===== src/rtl/core/rem_pkg.sv =====
// ----------------------------------------------------------------------------
// rem_pkg
// Shared types and constants of the rumble effect mixer.
// ----------------------------------------------------------------------------
package rem_pkg;

  localparam int SlotCount  = 8;
  localparam int SpareBegin = 4;
  localparam int TimeBits   = 48;
  localparam int SlotBits   = $clog2(SlotCount);
  localparam int GainBits   = 17;

  localparam logic [7:0]  StrengthReset = 8'd100;
  localparam logic [4:0]  EnableReset   = 5'd31;
  localparam logic [63:0] HitReset   = 64'd11259115032550113350;
  localparam logic [63:0] HurtReset  = 64'd7881522686209228905;
  localparam logic [63:0] FireReset  = 64'd5770299299600465975;
  localparam logic [63:0] MeleeReset = 64'd16044254061143326800;

  typedef enum logic [2:0] {
    CFG_STRENGTH = 3'd0,
    CFG_ENABLE   = 3'd1,
    CFG_HIT      = 3'd2,
    CFG_HURT     = 3'd3,
    CFG_FIRE     = 3'd4,
    CFG_MELEE    = 3'd5
  } cfg_idx_e;

  typedef enum logic [1:0] {
    ACT_TICK    = 2'd0,
    ACT_TRIGGER = 2'd1,
    ACT_MANUAL  = 2'd2,
    ACT_STOP    = 2'd3
  } action_e;

  localparam logic [1:0] KIND_HIT   = 2'd0;
  localparam logic [1:0] KIND_HURT  = 2'd1;
  localparam logic [1:0] KIND_FIRE  = 2'd2;
  localparam logic [1:0] KIND_MELEE = 2'd3;

  typedef enum logic [3:0] {
    ST_IDLE, ST_PREP, ST_GAIN, ST_DIV, ST_CURVE1, ST_CURVE2, ST_ACC,
    ST_SCALE1, ST_SCALE2, ST_ISSUE, ST_DONE
  } state_e;

  // Commands from controller to datapath.
  typedef struct packed {
    logic take;        // latch input item, do disconnect edge
    logic store_slot;  // write trigger into its slot
    logic clear_all;   // drop all slots
    logic set_ovr;
    logic clr_ovr;
    logic clr_sum;
    logic slot_gain;   // evaluate slot gain preconditions
    logic div_step;
    logic curve1;
    logic curve2;
    logic acc;         // accumulate current slot
    logic clear_exp;   // drop expired slots
    logic scale1;
    logic scale2;
    logic issue_mix;
    logic issue_manual;
    logic issue_zero;
    logic set_rej;
    logic out_load;
    logic next_slot;
  } cmd_t;

  typedef struct packed {
    logic [1:0] action;
    logic       master;
    logic       kind_on;
    logic       conn;
    logic       ovr;
    logic       gain_direct; // gain needs no divide
    logic       div_last;
    logic       last_slot;
  } status_t;

endpackage


===== src/rtl/core/rem_ctrl.sv =====
// ----------------------------------------------------------------------------
// rem_ctrl
// Sequencer: runs each item, with the slot walk and shared divider if needed.
// ----------------------------------------------------------------------------
module rem_ctrl import rem_pkg::*; (
  input  logic    clk_i,
  input  logic    rst_ni,
  input  logic    in_valid_i,
  output logic    in_stall_o,
  input  logic    out_busy_i,
  input  status_t st_i,
  output cmd_t    cmd_o
);

  state_e state_q, state_d;

  always_ff @(posedge clk_i or negedge rst_ni) begin
    if (!rst_ni) state_q <= ST_IDLE;
    else         state_q <= state_d;
  end

  assign in_stall_o = (state_q != ST_IDLE);

  always_comb begin
    state_d = state_q;
    unique case (state_q)
      ST_IDLE:   if (in_valid_i) state_d = ST_PREP;
      ST_PREP: begin
        unique case (st_i.action)
          ACT_TICK: state_d = (st_i.master && !st_i.ovr && st_i.conn) ? ST_GAIN : ST_DONE;
          ACT_TRIGGER: begin
            if (!st_i.master || !st_i.kind_on || !st_i.conn) state_d = ST_DONE;
            else if (st_i.ovr) state_d = ST_DONE;
            else state_d = ST_GAIN;
          end
          default: state_d = ST_DONE;
        endcase
      end
      ST_GAIN:   state_d = st_i.gain_direct ? ST_ACC : ST_DIV;
      ST_DIV:    if (st_i.div_last) state_d = ST_CURVE1;
      ST_CURVE1: state_d = ST_CURVE2;
      ST_CURVE2: state_d = ST_ACC;
      ST_ACC:    state_d = st_i.last_slot ? ST_SCALE1 : ST_GAIN;
      ST_SCALE1: state_d = ST_SCALE2;
      ST_SCALE2: state_d = ST_ISSUE;
      ST_ISSUE:  state_d = ST_DONE;
      ST_DONE:   if (!out_busy_i) state_d = ST_IDLE;
      default:   state_d = ST_IDLE;
    endcase
  end

  always_comb begin
    cmd_o = '0;
    unique case (state_q)
      ST_IDLE: cmd_o.take = in_valid_i;
      ST_PREP: begin
        cmd_o.clr_sum = 1'b1;
        unique case (st_i.action)
          ACT_TICK: cmd_o.clear_exp = st_i.master && !st_i.ovr && !st_i.conn;
          ACT_TRIGGER: begin
            if (!st_i.master || !st_i.kind_on || !st_i.conn) cmd_o.set_rej = 1'b1;
            else cmd_o.store_slot = 1'b1;
          end
          ACT_MANUAL: begin
            if (!st_i.conn) cmd_o.set_rej = 1'b1;
            else begin
              cmd_o.clear_all    = 1'b1;
              cmd_o.set_ovr      = 1'b1;
              cmd_o.issue_manual = 1'b1;
            end
          end
          default: begin
            cmd_o.clr_ovr    = 1'b1;
            cmd_o.clear_all  = 1'b1;
            cmd_o.issue_zero = st_i.conn;
          end
        endcase
      end
      ST_GAIN:   cmd_o.slot_gain = 1'b1;
      ST_DIV:    cmd_o.div_step = 1'b1;
      ST_CURVE1: cmd_o.curve1 = 1'b1;
      ST_CURVE2: cmd_o.curve2 = 1'b1;
      ST_ACC:    begin cmd_o.acc = 1'b1; cmd_o.next_slot = 1'b1; end
      ST_SCALE1: begin cmd_o.scale1 = 1'b1; cmd_o.clear_exp = 1'b1; end
      ST_SCALE2: cmd_o.scale2 = 1'b1;
      ST_ISSUE:  cmd_o.issue_mix = 1'b1;
      ST_DONE:   cmd_o.out_load = !out_busy_i;
      default:   cmd_o = '0;
    endcase
  end

endmodule


===== config.mk =====
export PLATFORM = sky130hd
export DESIGN_NAME = rem_ctrl
export DESIGN_NICKNAME = d
export VERILOG_FILES = /design/src/rtl/core/rem_pkg.sv /design/src/rtl/core/rem_ctrl.sv
export SDC_FILE = /design/constraint.sdc
export NUM_CORES = 1
export LEC_CHECK = 0
export BUFFER_PORTS_ARGS = -buffer_cell sky130_fd_sc_hd__buf_2
export CORE_MARGIN = 10
export CORE_UTILIZATION = 42
export CTS_CLUSTER_SIZE = 28
export DETAILED_ROUTE_END_ITERATION = 16
export GPL_TIMING_DRIVEN = 0
export PLACE_DENSITY = 0.74
export RECOVER_POWER = 25
export SLEW_MARGIN = 20
export SYNTH_ARGS = -nofsm -noshare
export SYNTH_HDL_FRONTEND = slang
export SYNTH_SLANG_ARGS = --single-unit

===== constraint.sdc =====
create_clock -name clk_i -period 1.4 [get_ports clk_i]
set_input_delay 0.07 -clock clk_i [delete_from_list [all_inputs] [get_ports clk_i]]
set_output_delay 0.07 -clock clk_i [all_outputs]
set_load 0.02 [all_outputs]

* Word-level counts from Yosys, hierarchy flattened
Index checks and enable logic that the tools add are counted.
** Storage, ports and cells
- Register bits :: 4
- Bits in latches :: 0
- Memory bits (writable) :: 0
- Memory bits (read-only) :: 0
- Input bits :: 13
- Output and inout bits :: 21
- Logic and storage cells :: 68
- Memories kept :: 0
** Cells by class
- Add/subtract/negate cells :: 0
- $mul :: 0
- Div/mod/pow operators :: 0
- $lt $le $gt $ge :: 0
- Equality and inequality tests :: 15
- Shift operators :: 0
- Muxes and demuxes :: 36
- Bitwise operators :: 0
- Reductions and logical operators :: 16
** Operators with widths (number)
- one-hot mux 4 bit (11 select lines) :: 1
- two-way mux 4 bit :: 6
- two-way mux 1 bit :: 20
- == test 4 x 3 -> 1 bit, second input constant :: 4
- == test 4 bit, second input constant :: 3
- two-way mux 3 bit :: 3
- == test 4 x 2 -> 1 bit, second input constant :: 2
- one-hot mux 4 bit (2 select lines) :: 1
- != test 2 bit, second input constant :: 3
- one-hot mux 1 bit (2 select lines) :: 3
- zero test 1 bit :: 5
- two-way mux 5 bit :: 1
- == test 4 x 1 -> 1 bit, second input constant :: 1
- zero test 4 bit :: 1
- nonzero test 4 bit :: 1
- logical AND 1 bit :: 3
- AND reduction 3 bit :: 1
- OR reduction 3 bit :: 1
- == test 2 x 1 -> 1 bit, second input constant :: 1
- == test 2 bit, second input constant :: 1
- zero test 2 bit :: 1
- logical OR 1 bit :: 2
- two-way mux 2 bit :: 1
- OR reduction 2 bit :: 1

* Logic depth before layout (Yosys ltp)
Gate-level depths: netlist (run 1).
- Depth in word-level cells :: 6
- Depth in mapped cells :: 5
- Gate-level depth less buffers :: 5

* Least setup slack after synthesis (run 1)
Ideal clock, no wire load.
- Path type :: reg-to-output
- From :: register state_q[1]
- To :: output port cmd_o[16] (netlist bit)
- Arrival :: 1548 ps
- Setup slack :: -218 ps
- Cell stages (with the launch flop) :: 5
- Cell sequence :: dfrtp_1 -> buf_6 -> nor4b_4 -> and3_1 -> buf_4
** RTL lines
- start, declared :: RTL line rem_ctrl.sv:15 : state_e state_q, state_d;
- start signal, assigned :: RTL line rem_ctrl.sv:19 : else state_q <= state_d;
- end, declared :: RTL line rem_ctrl.sv:12 : output cmd_t cmd_o

==> summary by stage, run 1 <==
Route
Using the TritonRoute via totals, the vias-per-cell ratio works out to 5.80. For this block, the initial DRC count from the detailed router was 29. The aggregate routed wire length is 2730 um.

In the final routed layout, each cell accounts on average for 19.1 um. The first detailed-routing pass took 4 iterations. The via count of the routed design is 829.

For this run, design rule violations remaining after detail routing come to 0. The detail route stage leaves a number of antenna-violating nets equal to 0.

Power and ir drop
The cell area power density is 2020 nW/um^2. For this design the static power due to leakage is 0.565 nW. The internal power of the cells totals 0.00121 W. The net switching power figure is 0.00114 W. Net switching is 48.5% of the power. The clock network is responsible for 6.0% of the overall power. Across the VDD grid, the largest voltage drop is 1.34 mV. The combinational cell fraction of total power is 84.3%. Per report_power, the sequential group accounts for 9.7% of the total.

Place
The global placement routability congestion is 0.827. Port buffering added 33 buffers. The worst setup slack before clock tree synthesis is -72.0 ps. In this run the cell area measured after placement is 783 sq um.

Detailed placement ended at an HPWL of 1440 um.

Worst setup path
The startpoint class of the critical path is a register. Setup slack on the worst reg-to-reg path comes out at -60 ps. The arrival time reported for the critical path endpoint is 1560 ps. The type of the worst setup path is reg -> out. For the worst setup path, the data required time is 1330 ps. Following the worst setup path forward leads to its endpoint at cmd_o[16]. The worst setup path is captured at an output pin.

The worst-case reg-to-reg path depth is 8. Of all nets on the critical path, the largest fanout is 8. The worst register-to-register path begins at state_q[2]. The endpoint identified for the worst register-to-register timing path is state_q[2]. The worst setup path startpoint is state_q[1].

Global routing
The total grt overflow is 0. The number of global-route vias before repair is 727. The first global-routing pass estimated 3250 um of wire. The number of antenna violations at the first check in global routing is 0.

The largest net degree at the start of global routing is 11. Global routing consumed, over all layers together, 11.8% of the routing resources.

Cells and area
The ratio of cells with drive above 1 in the final layout is 63.3%. For this run, the post-layout net count is 147. The post-route cell area is 1170 sq um. The number of inserted diodes is 0. The layout overhead on the synthesized area is 104%. Counting the fill cells in the layout gives 52. The register with the most flip-flops in the layout has 4 of them.

The library cell used most frequently in the layout, excluding fill and tap cells, is buf_6. The register with the most flip-flops in the final layout is state_q. In the layout the commonest cells are buf_6 (20), buf_4 (15), buf_2 (14). The largest registers in the layout are state_q x4.

Synthesis
The number of synthesis warnings is 0. Dividing the synthesized area by the synthesized cell count gives 7.15 sq um. The top cell type by area accounts for 17.5% of the synthesized area.

Summing every instance area after synthesis gives 572 sq um. By area the synthesized netlist is led by dfrtp_1 (18%), ha_1 (8.8%), nand2_1 (6.6%), nor2_1 (6.6%), a21oi_1 (4.4%). The number of synthesized register bits is 4. Summed over all instances, the cell type with the most area after synthesis is dfrtp_1. In the synthesized netlist, the number of instances is 80. The net count after synthesis is 97. The fraction of the yosys area taken by sequential cells is 17.5%. The distinct cell type count of the synthesized netlist is 29.

CTS
TritonCTS built the clock tree. At the later pin of the worst-skew pair, clock insertion delay measures 230 ps. The deepest clock path buffer count is 2. The clock drives 4 sinks. The H-tree depth is 1.

After clock tree synthesis, the clock-pin slew on the worst setup and hold paths is 40 ps. The root cell of the clock tree is clkbuf_4. The total clock buffers created by CTS is 3.

Floorplanning
The overall die width is 56.9 um. The die is 56.9 um tall. The overall die area is 3240 sq um. 34 I/O pins were placed.

The core area is 1280 sq um. In this run the core area contains 13 standard-cell rows. The starting utilization of the core area is 44.5%.

STA
The transition time of the tightest slew-check pin is 480 ps. The max-slew violation total from the final report is 0. In the finished design, the share of the clock period the worst path needs comes to 117%. Across the routed clock network, the largest skew measured is 4.51 ps. Setup repair after global routing could not meet its margin everywhere. Setup violations remaining at the end of the flow were counted as 18. Headroom to the max-slew limit came out at 67.7%. The count of endpoints failing hold in the final timing report is 0. The timing-limited maximum frequency is 612 MHz. Once routing completed, OpenROAD measured the worst setup slack at -235 ps. The minimum clock period is 1630 ps.

Status
The flow ran to the end, but the final reports show violations. The final reports fail on negative setup slack.

Run
Max-cap violations in this run came to 0.

Hold path
The worst hold path belongs to the class in -> reg.
## repair_timing
action / 4_1_cts / 5_1_grt
buffers inserted: 3 / 8
endpoints found under the hold margin: 4 / 0
resized for setup: 29 / 44
setup endpoints to repair: 18 / 19
hold buffers: 1 / 0
pin swaps: 2 / 6
## stage by stage
| stage | total power (W) | hold WS, ps | setup TNS (ps) | cells | util, % |
|---|---|---|---|---|---|
| 2_1_floorplan | 0.00104 | -226 | -252 | 80 | - |
| 3_3_place_gp | 0.00131 | -126 | -116 | 128 | 61.0 |
| 3_5_place_dp | 0.00132 | -121 | -100 | 128 | 61.0 |
| 4_1_cts | 0.00165 | 139 | -1460 | 135 | 72.6 |
| 5_1_grt | 0.00247 | 176 | -3240 | 143 | 90.7 |
| 6_report | 0.00235 | 177 | -2030 | 143 | 90.7 |
## worst max-delay path, stage by stage, from the launching register on
cell     delay, ps
dfrtp_1        370
buf_6          140
nor4b_4        260
buf_6          170
and3_4         200
buf_6           90
buf_6          100
## worst min path at each step
stage,start,endpoint,slack (ps),cells after the start
2_1_floorplan,rst_ni,state_q[0],-230,0
3_3_place_gp,rst_ni,state_q[2],-130,1
3_5_place_dp,rst_ni,state_q[0],-120,1
4_1_cts,st_i[1],state_q[1],140,3
5_1_grt,st_i[1],state_q[1],180,3
6_report,st_i[1],state_q[1],180,3
## layout make-up
type	instances	area [sq um]	area share [%]
buffer	8	90.1	7.73
clock buffer	3	22.5	1.93
inverter	3	13.8	1.18
multi-input combinational	65	553	47.4
sequential	4	101	8.69
tap	15	18.8	1.61
timing repair buffer	45	367	31.4
## routing by layer
layer	share of wire (%)	vias to the layer above	track usage, %
met2	52	45	20.8
met4	2.4	0	4.03
met1	39	402	12.4
met3	6.3	8	4.49
met5	0	-	0
li1	-	374	-
## synthesized netlist by cell type
library cell	instances
nand2_1	10
nor2_1	10
a21oi_1	5
nor3_1	5
buf_2	4
dfrtp_1	4
ha_1	4
nand2b_1	4
and3_1	3
inv_1	3
nor2b_1	3
a21o_1	2
a31oi_1	2
buf_4	2
buf_6	2
nand3_1	2
nor4_1	2
o21ai_0	2
a31o_2	1
and2_1	1
and4b_1	1
mux2i_1	1
nand3b_1	1
nor4b_4	1
nor4bb_1	1
o211ai_1	1
o21a_1	1
o21bai_1	1
or3_1	1
## kinds of logic (layout without fill, tap and decap cells)
kind of cell,after synthesis,count (layout),synth area share [%]
AO/OA/AOI/OAI,15,15,16.4
adder cells (fa/ha/maj),4,4,8.75
buffers and inverters,11,59,12.0
flip-flops,4,4,17.5
multiplexers,1,1,1.75
AND/OR/NAND/NOR,45,45,43.5
## power groups by stage
stage / Combinational [W] / Sequential (W) / Clock, W
2_1_floorplan: 0.000823 / 0.000217 / 0
3_3_place_gp: 0.00107 / 0.000233 / 0
3_5_place_dp: 0.00109 / 0.000231 / 0
4_1_cts: 0.00127 / 0.000228 / 0.000149
5_1_grt: 0.00208 / 0.000235 / 0.000161
6_report: 0.00198 / 0.000228 / 0.000141
(Power assumes the default switching activity.)
==> inputs of run 2 (changes only) <==
--- a/config.mk
+++ b/config.mk
@@ -7,11 +7,12 @@
 export LEC_CHECK = 0
 export BUFFER_PORTS_ARGS = -buffer_cell sky130_fd_sc_hd__buf_2
 export CORE_MARGIN = 10
-export CORE_UTILIZATION = 42
+export CORE_UTILIZATION = 44
+export CTS_BUF_LIST = sky130_fd_sc_hd__clkbuf_4 sky130_fd_sc_hd__clkbuf_8
 export CTS_CLUSTER_SIZE = 28
 export DETAILED_ROUTE_END_ITERATION = 16
 export GPL_TIMING_DRIVEN = 0
-export PLACE_DENSITY = 0.74
+export PLACE_DENSITY = 0.77
 export RECOVER_POWER = 25
 export SLEW_MARGIN = 20
 export SYNTH_ARGS = -nofsm -noshare
==> run 2 against run 1 <==
Effect of this change: the run now fails in global routing (5_1_grt); area after synthesis stayed put; synthesized cell count unchanged.
==> summary by stage, run 2 <==
Place
The half-perimeter wire length after placement is 1370 um (-5.2%). The cell area after placement is 782 sq um (-0.16%). The count of buffers inserted at the top-level ports came to 33 (unchanged). The global placement routability congestion is 0.854 (+3.2%).

Synthesis
The distinct cell type count of the synthesized netlist is 29 (unchanged). The number of synthesis warnings was 0 (unchanged). The share of the synthesized area in the top cell type is 17.5% (unchanged).

The area of the mapped netlist is 572 sq um (unchanged). The net count after synthesis is 97 (unchanged). Ranked by total cell area, the synthesized netlist is headed by dfrtp_1 (18%), ha_1 (8.8%), nand2_1 (6.6%), nor2_1 (6.6%), a21oi_1 (4.4%). The number of synthesized register bits is 4 (unchanged). The average footprint of a synthesized cell is 7.15 sq um (unchanged). The number of enable flip-flop cells after synthesis was 0 (unchanged).

The fraction of synthesis flops using an asynchronous set or reset pin is 100% (unchanged). The gate count after technology mapping came to 80 (unchanged). Counting instances in the post-synthesis netlist gives the leading cell types as nand2_1 (10), nor2_1 (10), a21oi_1 (5), nor3_1 (5). The fraction of the yosys area taken by sequential cells is 17.5% (unchanged). The flip-flop cell with the highest count after synthesis is dfrtp_1. The post-synthesis cell type with the largest combined area is dfrtp_1.

Floorplanning
The overall die width is 56.1 um (-1.5%). The number of ports placed on the die boundary is 34 (unchanged). The height of the chip is 56.1 um (-1.5%). The number of rows in the core area came to 12 (-1). The starting utilization of the core area is 48.8% (+4.3 points).

CTS
The number of clock sinks is 4 (unchanged). The deepest clock path buffer count is 2 (unchanged). The H-tree depth is 1 (unchanged). The tree is rooted in a clkbuf_4. The total clock buffers created by CTS is 3 (unchanged).

STA
The classification of the worst endpoint is an output port. The worst endpoint after global-route timing repair is cmd_o[16].

Global routing
Entering global routing, the biggest net connects 11 pins.

Status
The run stopped with a tool error. The stage where the flow stopped is global routing (5_1_grt). The first error in the log reads "[ERROR DPL-0038] Utilization greater than 100%, impossible to legalize".
run 2: cell counts after synthesis:
Identical to the previous run, type by type.
run 2: per-stage QoR:
step / util [%] / setup slack (ps) / hold slack, ps / std cells
3_5_place_dp: 66.8 / -68.7 / -124 / 127
4_1_cts: 87.1 / -188 / 126 / 139
2_1_floorplan: - / -135 / -226 / 80
3_3_place_gp: 66.8 / -48.8 / -127 / 127
run 2: kinds of logic after synthesis:
logic type,share of synthesized area (%)
buffers and inverters,12.0
flip-flops,17.5
AO/OA/AOI/OAI,16.4
AND/OR/NAND/NOR,43.5
multiplexers,1.75
adder cells (fa/ha/maj),8.75
run 2: repair_timing:
action	4_1_cts
endpoints found under the setup margin	18
pin swaps	6
hold buffers	1
buffers inserted	8
endpoints found under the hold margin	4
gates resized for setup	42
==> inputs of run 3 (changes only) <==
--- a/config.mk
+++ b/config.mk
@@ -6,13 +6,11 @@
 export NUM_CORES = 1
 export LEC_CHECK = 0
 export BUFFER_PORTS_ARGS = -buffer_cell sky130_fd_sc_hd__buf_2
-export CORE_MARGIN = 10
-export CORE_UTILIZATION = 44
-export CTS_BUF_LIST = sky130_fd_sc_hd__clkbuf_4 sky130_fd_sc_hd__clkbuf_8
-export CTS_CLUSTER_SIZE = 28
+export CORE_AREA = 10 10 71 73
 export DETAILED_ROUTE_END_ITERATION = 16
+export DIE_AREA = 0 0 81 83
 export GPL_TIMING_DRIVEN = 0
-export PLACE_DENSITY = 0.77
+export PLACE_DENSITY_LB_ADDON = 0.15
 export RECOVER_POWER = 25
 export SLEW_MARGIN = 20
 export SYNTH_ARGS = -nofsm -noshare
==> run 3 against run 2 <==
Effect of this change: the flow now finishes, with violations (negative setup slack).
==> summary by stage, run 3 (synthesis gave the netlist of run 1 again) <==
Worst setup path
The critical path's slowest cell is dfrtp_1. The worst register-to-register path has a depth of 5. The worst-case register-to-register setup slack is 0 ps. STA puts the critical path data arrival time at 1500 ps. By startpoint and endpoint, the worst setup path is classified as reg -> out. The cell type group with the largest total delay on the critical path is buffers and inverters. Counting stages on the worst path, the most repeated cell is buf_6. The worst setup path startpoint is state_q[2]. The total number of cells along the worst setup path is 6.

The origin of the critical flop-to-flop path is state_q[2]. STA puts the critical path data required time at 1330 ps. Walking the worst path, the cells encountered are buf_6 > nor4b_4 > buf_6 > and3_4 > buf_6 > buf_6. The category of the worst setup path capture point is an output pin. The combined buffer and inverter count along the critical path is 4. The worst register-to-register path ends at state_q[1]. The startpoint class of the critical path is a register. The maximum fanout along the worst path is 6. The end point of the critical path is cmd_o[16]. On the worst path, the slowest cell contributes a delay of 360 ps.

CTS
The clock tree from TritonCTS is built. CTS placed an instance of clkbuf_8 at the clock tree root. The H-tree depth came to 1 (unchanged).

The number of clock sinks is 4 (unchanged). The total clock buffers created by CTS is 3 (unchanged). The deepest clock path buffer count was 2 (unchanged). The CTS clock-pin slew for the worst setup and hold paths is 30 ps. The insertion delay to the later sink of the worst-skew pair is 220 ps.

Power and ir drop
Internal power comes to 0.00124 W. The share of total power consumed by net switching is 44.6%. The combinational cell fraction of total power is 78.1%. The net switching power figure is 0.000996 W. The maximum vdd drop is 0.414 mV. The clock power share is 10.7%. Sequential cells burn 11.2% of the power.

For this design the ratio of total power to cell area is 1870 nW/um^2. In this run the static leakage power is 0.557 nW.

Hold path
The class of the worst hold path is in -> reg. The startpoint identified for the worst hold timing path is out_busy_i.

Route
Using the TritonRoute via totals, the vias-per-cell ratio works out to 4.26. The detail route stage leaves a number of antenna-violating nets equal to 0. In the routed design, unresolved DRC markers number 0.

The iteration-0 DRC count of the detailed router is 22. Before antenna repair, the detailed router went through 4 iterations. The routed layout has 746 vias. The aggregate routed wire length is 2370 um. In the final routed layout, each cell accounts on average for 13.5 um.

Cells and area
After filler insertion, the fill cell instance count of the layout stands at 397. The register with the most flip-flops in the layout has 4 of them. Once layout is complete, the utilization of the core stands at 32.9%. Leaving out filler cells and counting taps, the final layout contains 175.

The most flop-heavy register is state_q. The largest registers in the layout are state_q x4. The layout overhead on the synthesized area is 109%. After the last flow step, the layout net total stands at 146. Leaving out fill and tap cells, the most frequent cells in the layout are buf_6 (18), buf_4 (15), buf_2 (15).

The number of antenna diodes in the final layout is 0. Leaving out fill and tap cells, the most frequent cell in the layout is buf_6. The ratio of cells with drive above 1 in the final layout is 63.8%.

Place
The half-perimeter wire length after placement is 1670 um (+22%). The count of buffers inserted at the top-level ports is 33 (unchanged). The global placement routability congestion is 0.713 (-16%). The placed instance count came to 161 (+27%).

Floorplanning
The core area is 3630 sq um. The height of the chip was 83 um (+48%). The number of rows in the core area was 22 (+10). The floorplan step defined a die boundary enclosing 6720 sq um. The overall die width is 81 um (+45%). The starting utilization of the core area was 15.7% (-33 points). The number of ports placed on the die boundary is 34 (unchanged).

STA
The transition time of the tightest slew-check pin is 245 ps. Static timing analysis puts the maximum clock frequency at 635 MHz. The max-slew violation total from the final report is 0.

Setup repair after global routing could not meet its margin everywhere. The count of endpoints failing hold in the final timing report was 0. Across all setup checks in the final design, the least slack found is -175 ps. Setup violations remaining at the end of the flow were counted as 14.

The minimum clock period is 1570 ps. The worst clock skew on the final layout is 5.35 ps. The relative slew slack is 83.5%.

The post-route clock period utilization is 112%.

Global routing
The first global-routing pass estimated 3530 um of wire. The largest net degree at the start of global routing is 11. The number of global-route vias before repair is 778. The total overflow left after global routing is 0. The number of antenna violations at the first check in global routing is 0. The all-layer global routing usage is 6.18%.

Status
The flow ran to the end, but the final reports show violations. The checks that failed: negative setup slack.

Run
The number of violations of the max-capacitance limit is 0.
-- run 3: layout make-up --
cell class	instances	area [sq um]	share of cell area [%]
Tap cell	48	60.1	5.02
Timing Repair Buffer	45	373	31.2
Sequential cell	4	104	8.68
Buffer	7	71.3	5.96
Multi-Input combinational cell	65	536	44.8
Clock buffer	3	41.3	3.45
Inverter	3	11.3	0.941
-- run 3: stage by stage --
stage          area (sq um)  hold slack [ps]  TNS, ps  worst slack (ps)  power, W
2_1_floorplan           599             -226     -252              -135   0.00104
3_3_place_gp            825             -124     -340              -123   0.00135
3_5_place_dp            825             -120     -347              -122   0.00135
4_1_cts                1030              173    -1130              -183   0.00189
5_1_grt                1200              206    -2550              -259   0.00239
6_report               1200              185    -1290              -175   0.00223
-- run 3: routing by layer --
metal,up-vias,wire [um],GRT usage [%]
met2,23,1240,10.6
met1,354,915,6.68
met3,0,212,3.56
met5,-,0,0
met4,0,0,0.313
li1,369,-,-
-- run 3: worst min path at each step --
stage,cells past startpoint,slack (ps),to
6_report,3,190,state_q[3]
5_1_grt,3,210,state_q[1]
4_1_cts,3,170,state_q[1]
3_5_place_dp,1,-120,state_q[2]
3_3_place_gp,1,-120,state_q[2]
2_1_floorplan,0,-230,state_q[0]
-- run 3: power by group through the flow --
stage                     Combinational [W]  Sequential [W]  Clock [W]
after floorplan                    0.000823        0.000217          0
after global placement              0.00112        0.000237          0
after detailed placement            0.00111        0.000235          0
after CTS                           0.00140        0.000238   0.000245
after global routing                0.00188        0.000260   0.000251
final                               0.00175        0.000250   0.000239
-- run 3: what timing repair did --
item,in CTS,in global routing
endpoints found under the hold margin,4,0
pin swaps,3,4
gates resized for setup,35,32
setup buffers,6,4
hold buffers,1,0
endpoints found under the setup margin,18,18
gates cloned,0,1
-- run 3: worst register-to-register path, cell delays in order (launching register included) --
cell and delay [ps]:
dfrtp_1 360, buf_6 120, buf_4 150, buf_6 130, or3_4 370, a31oi_1 170
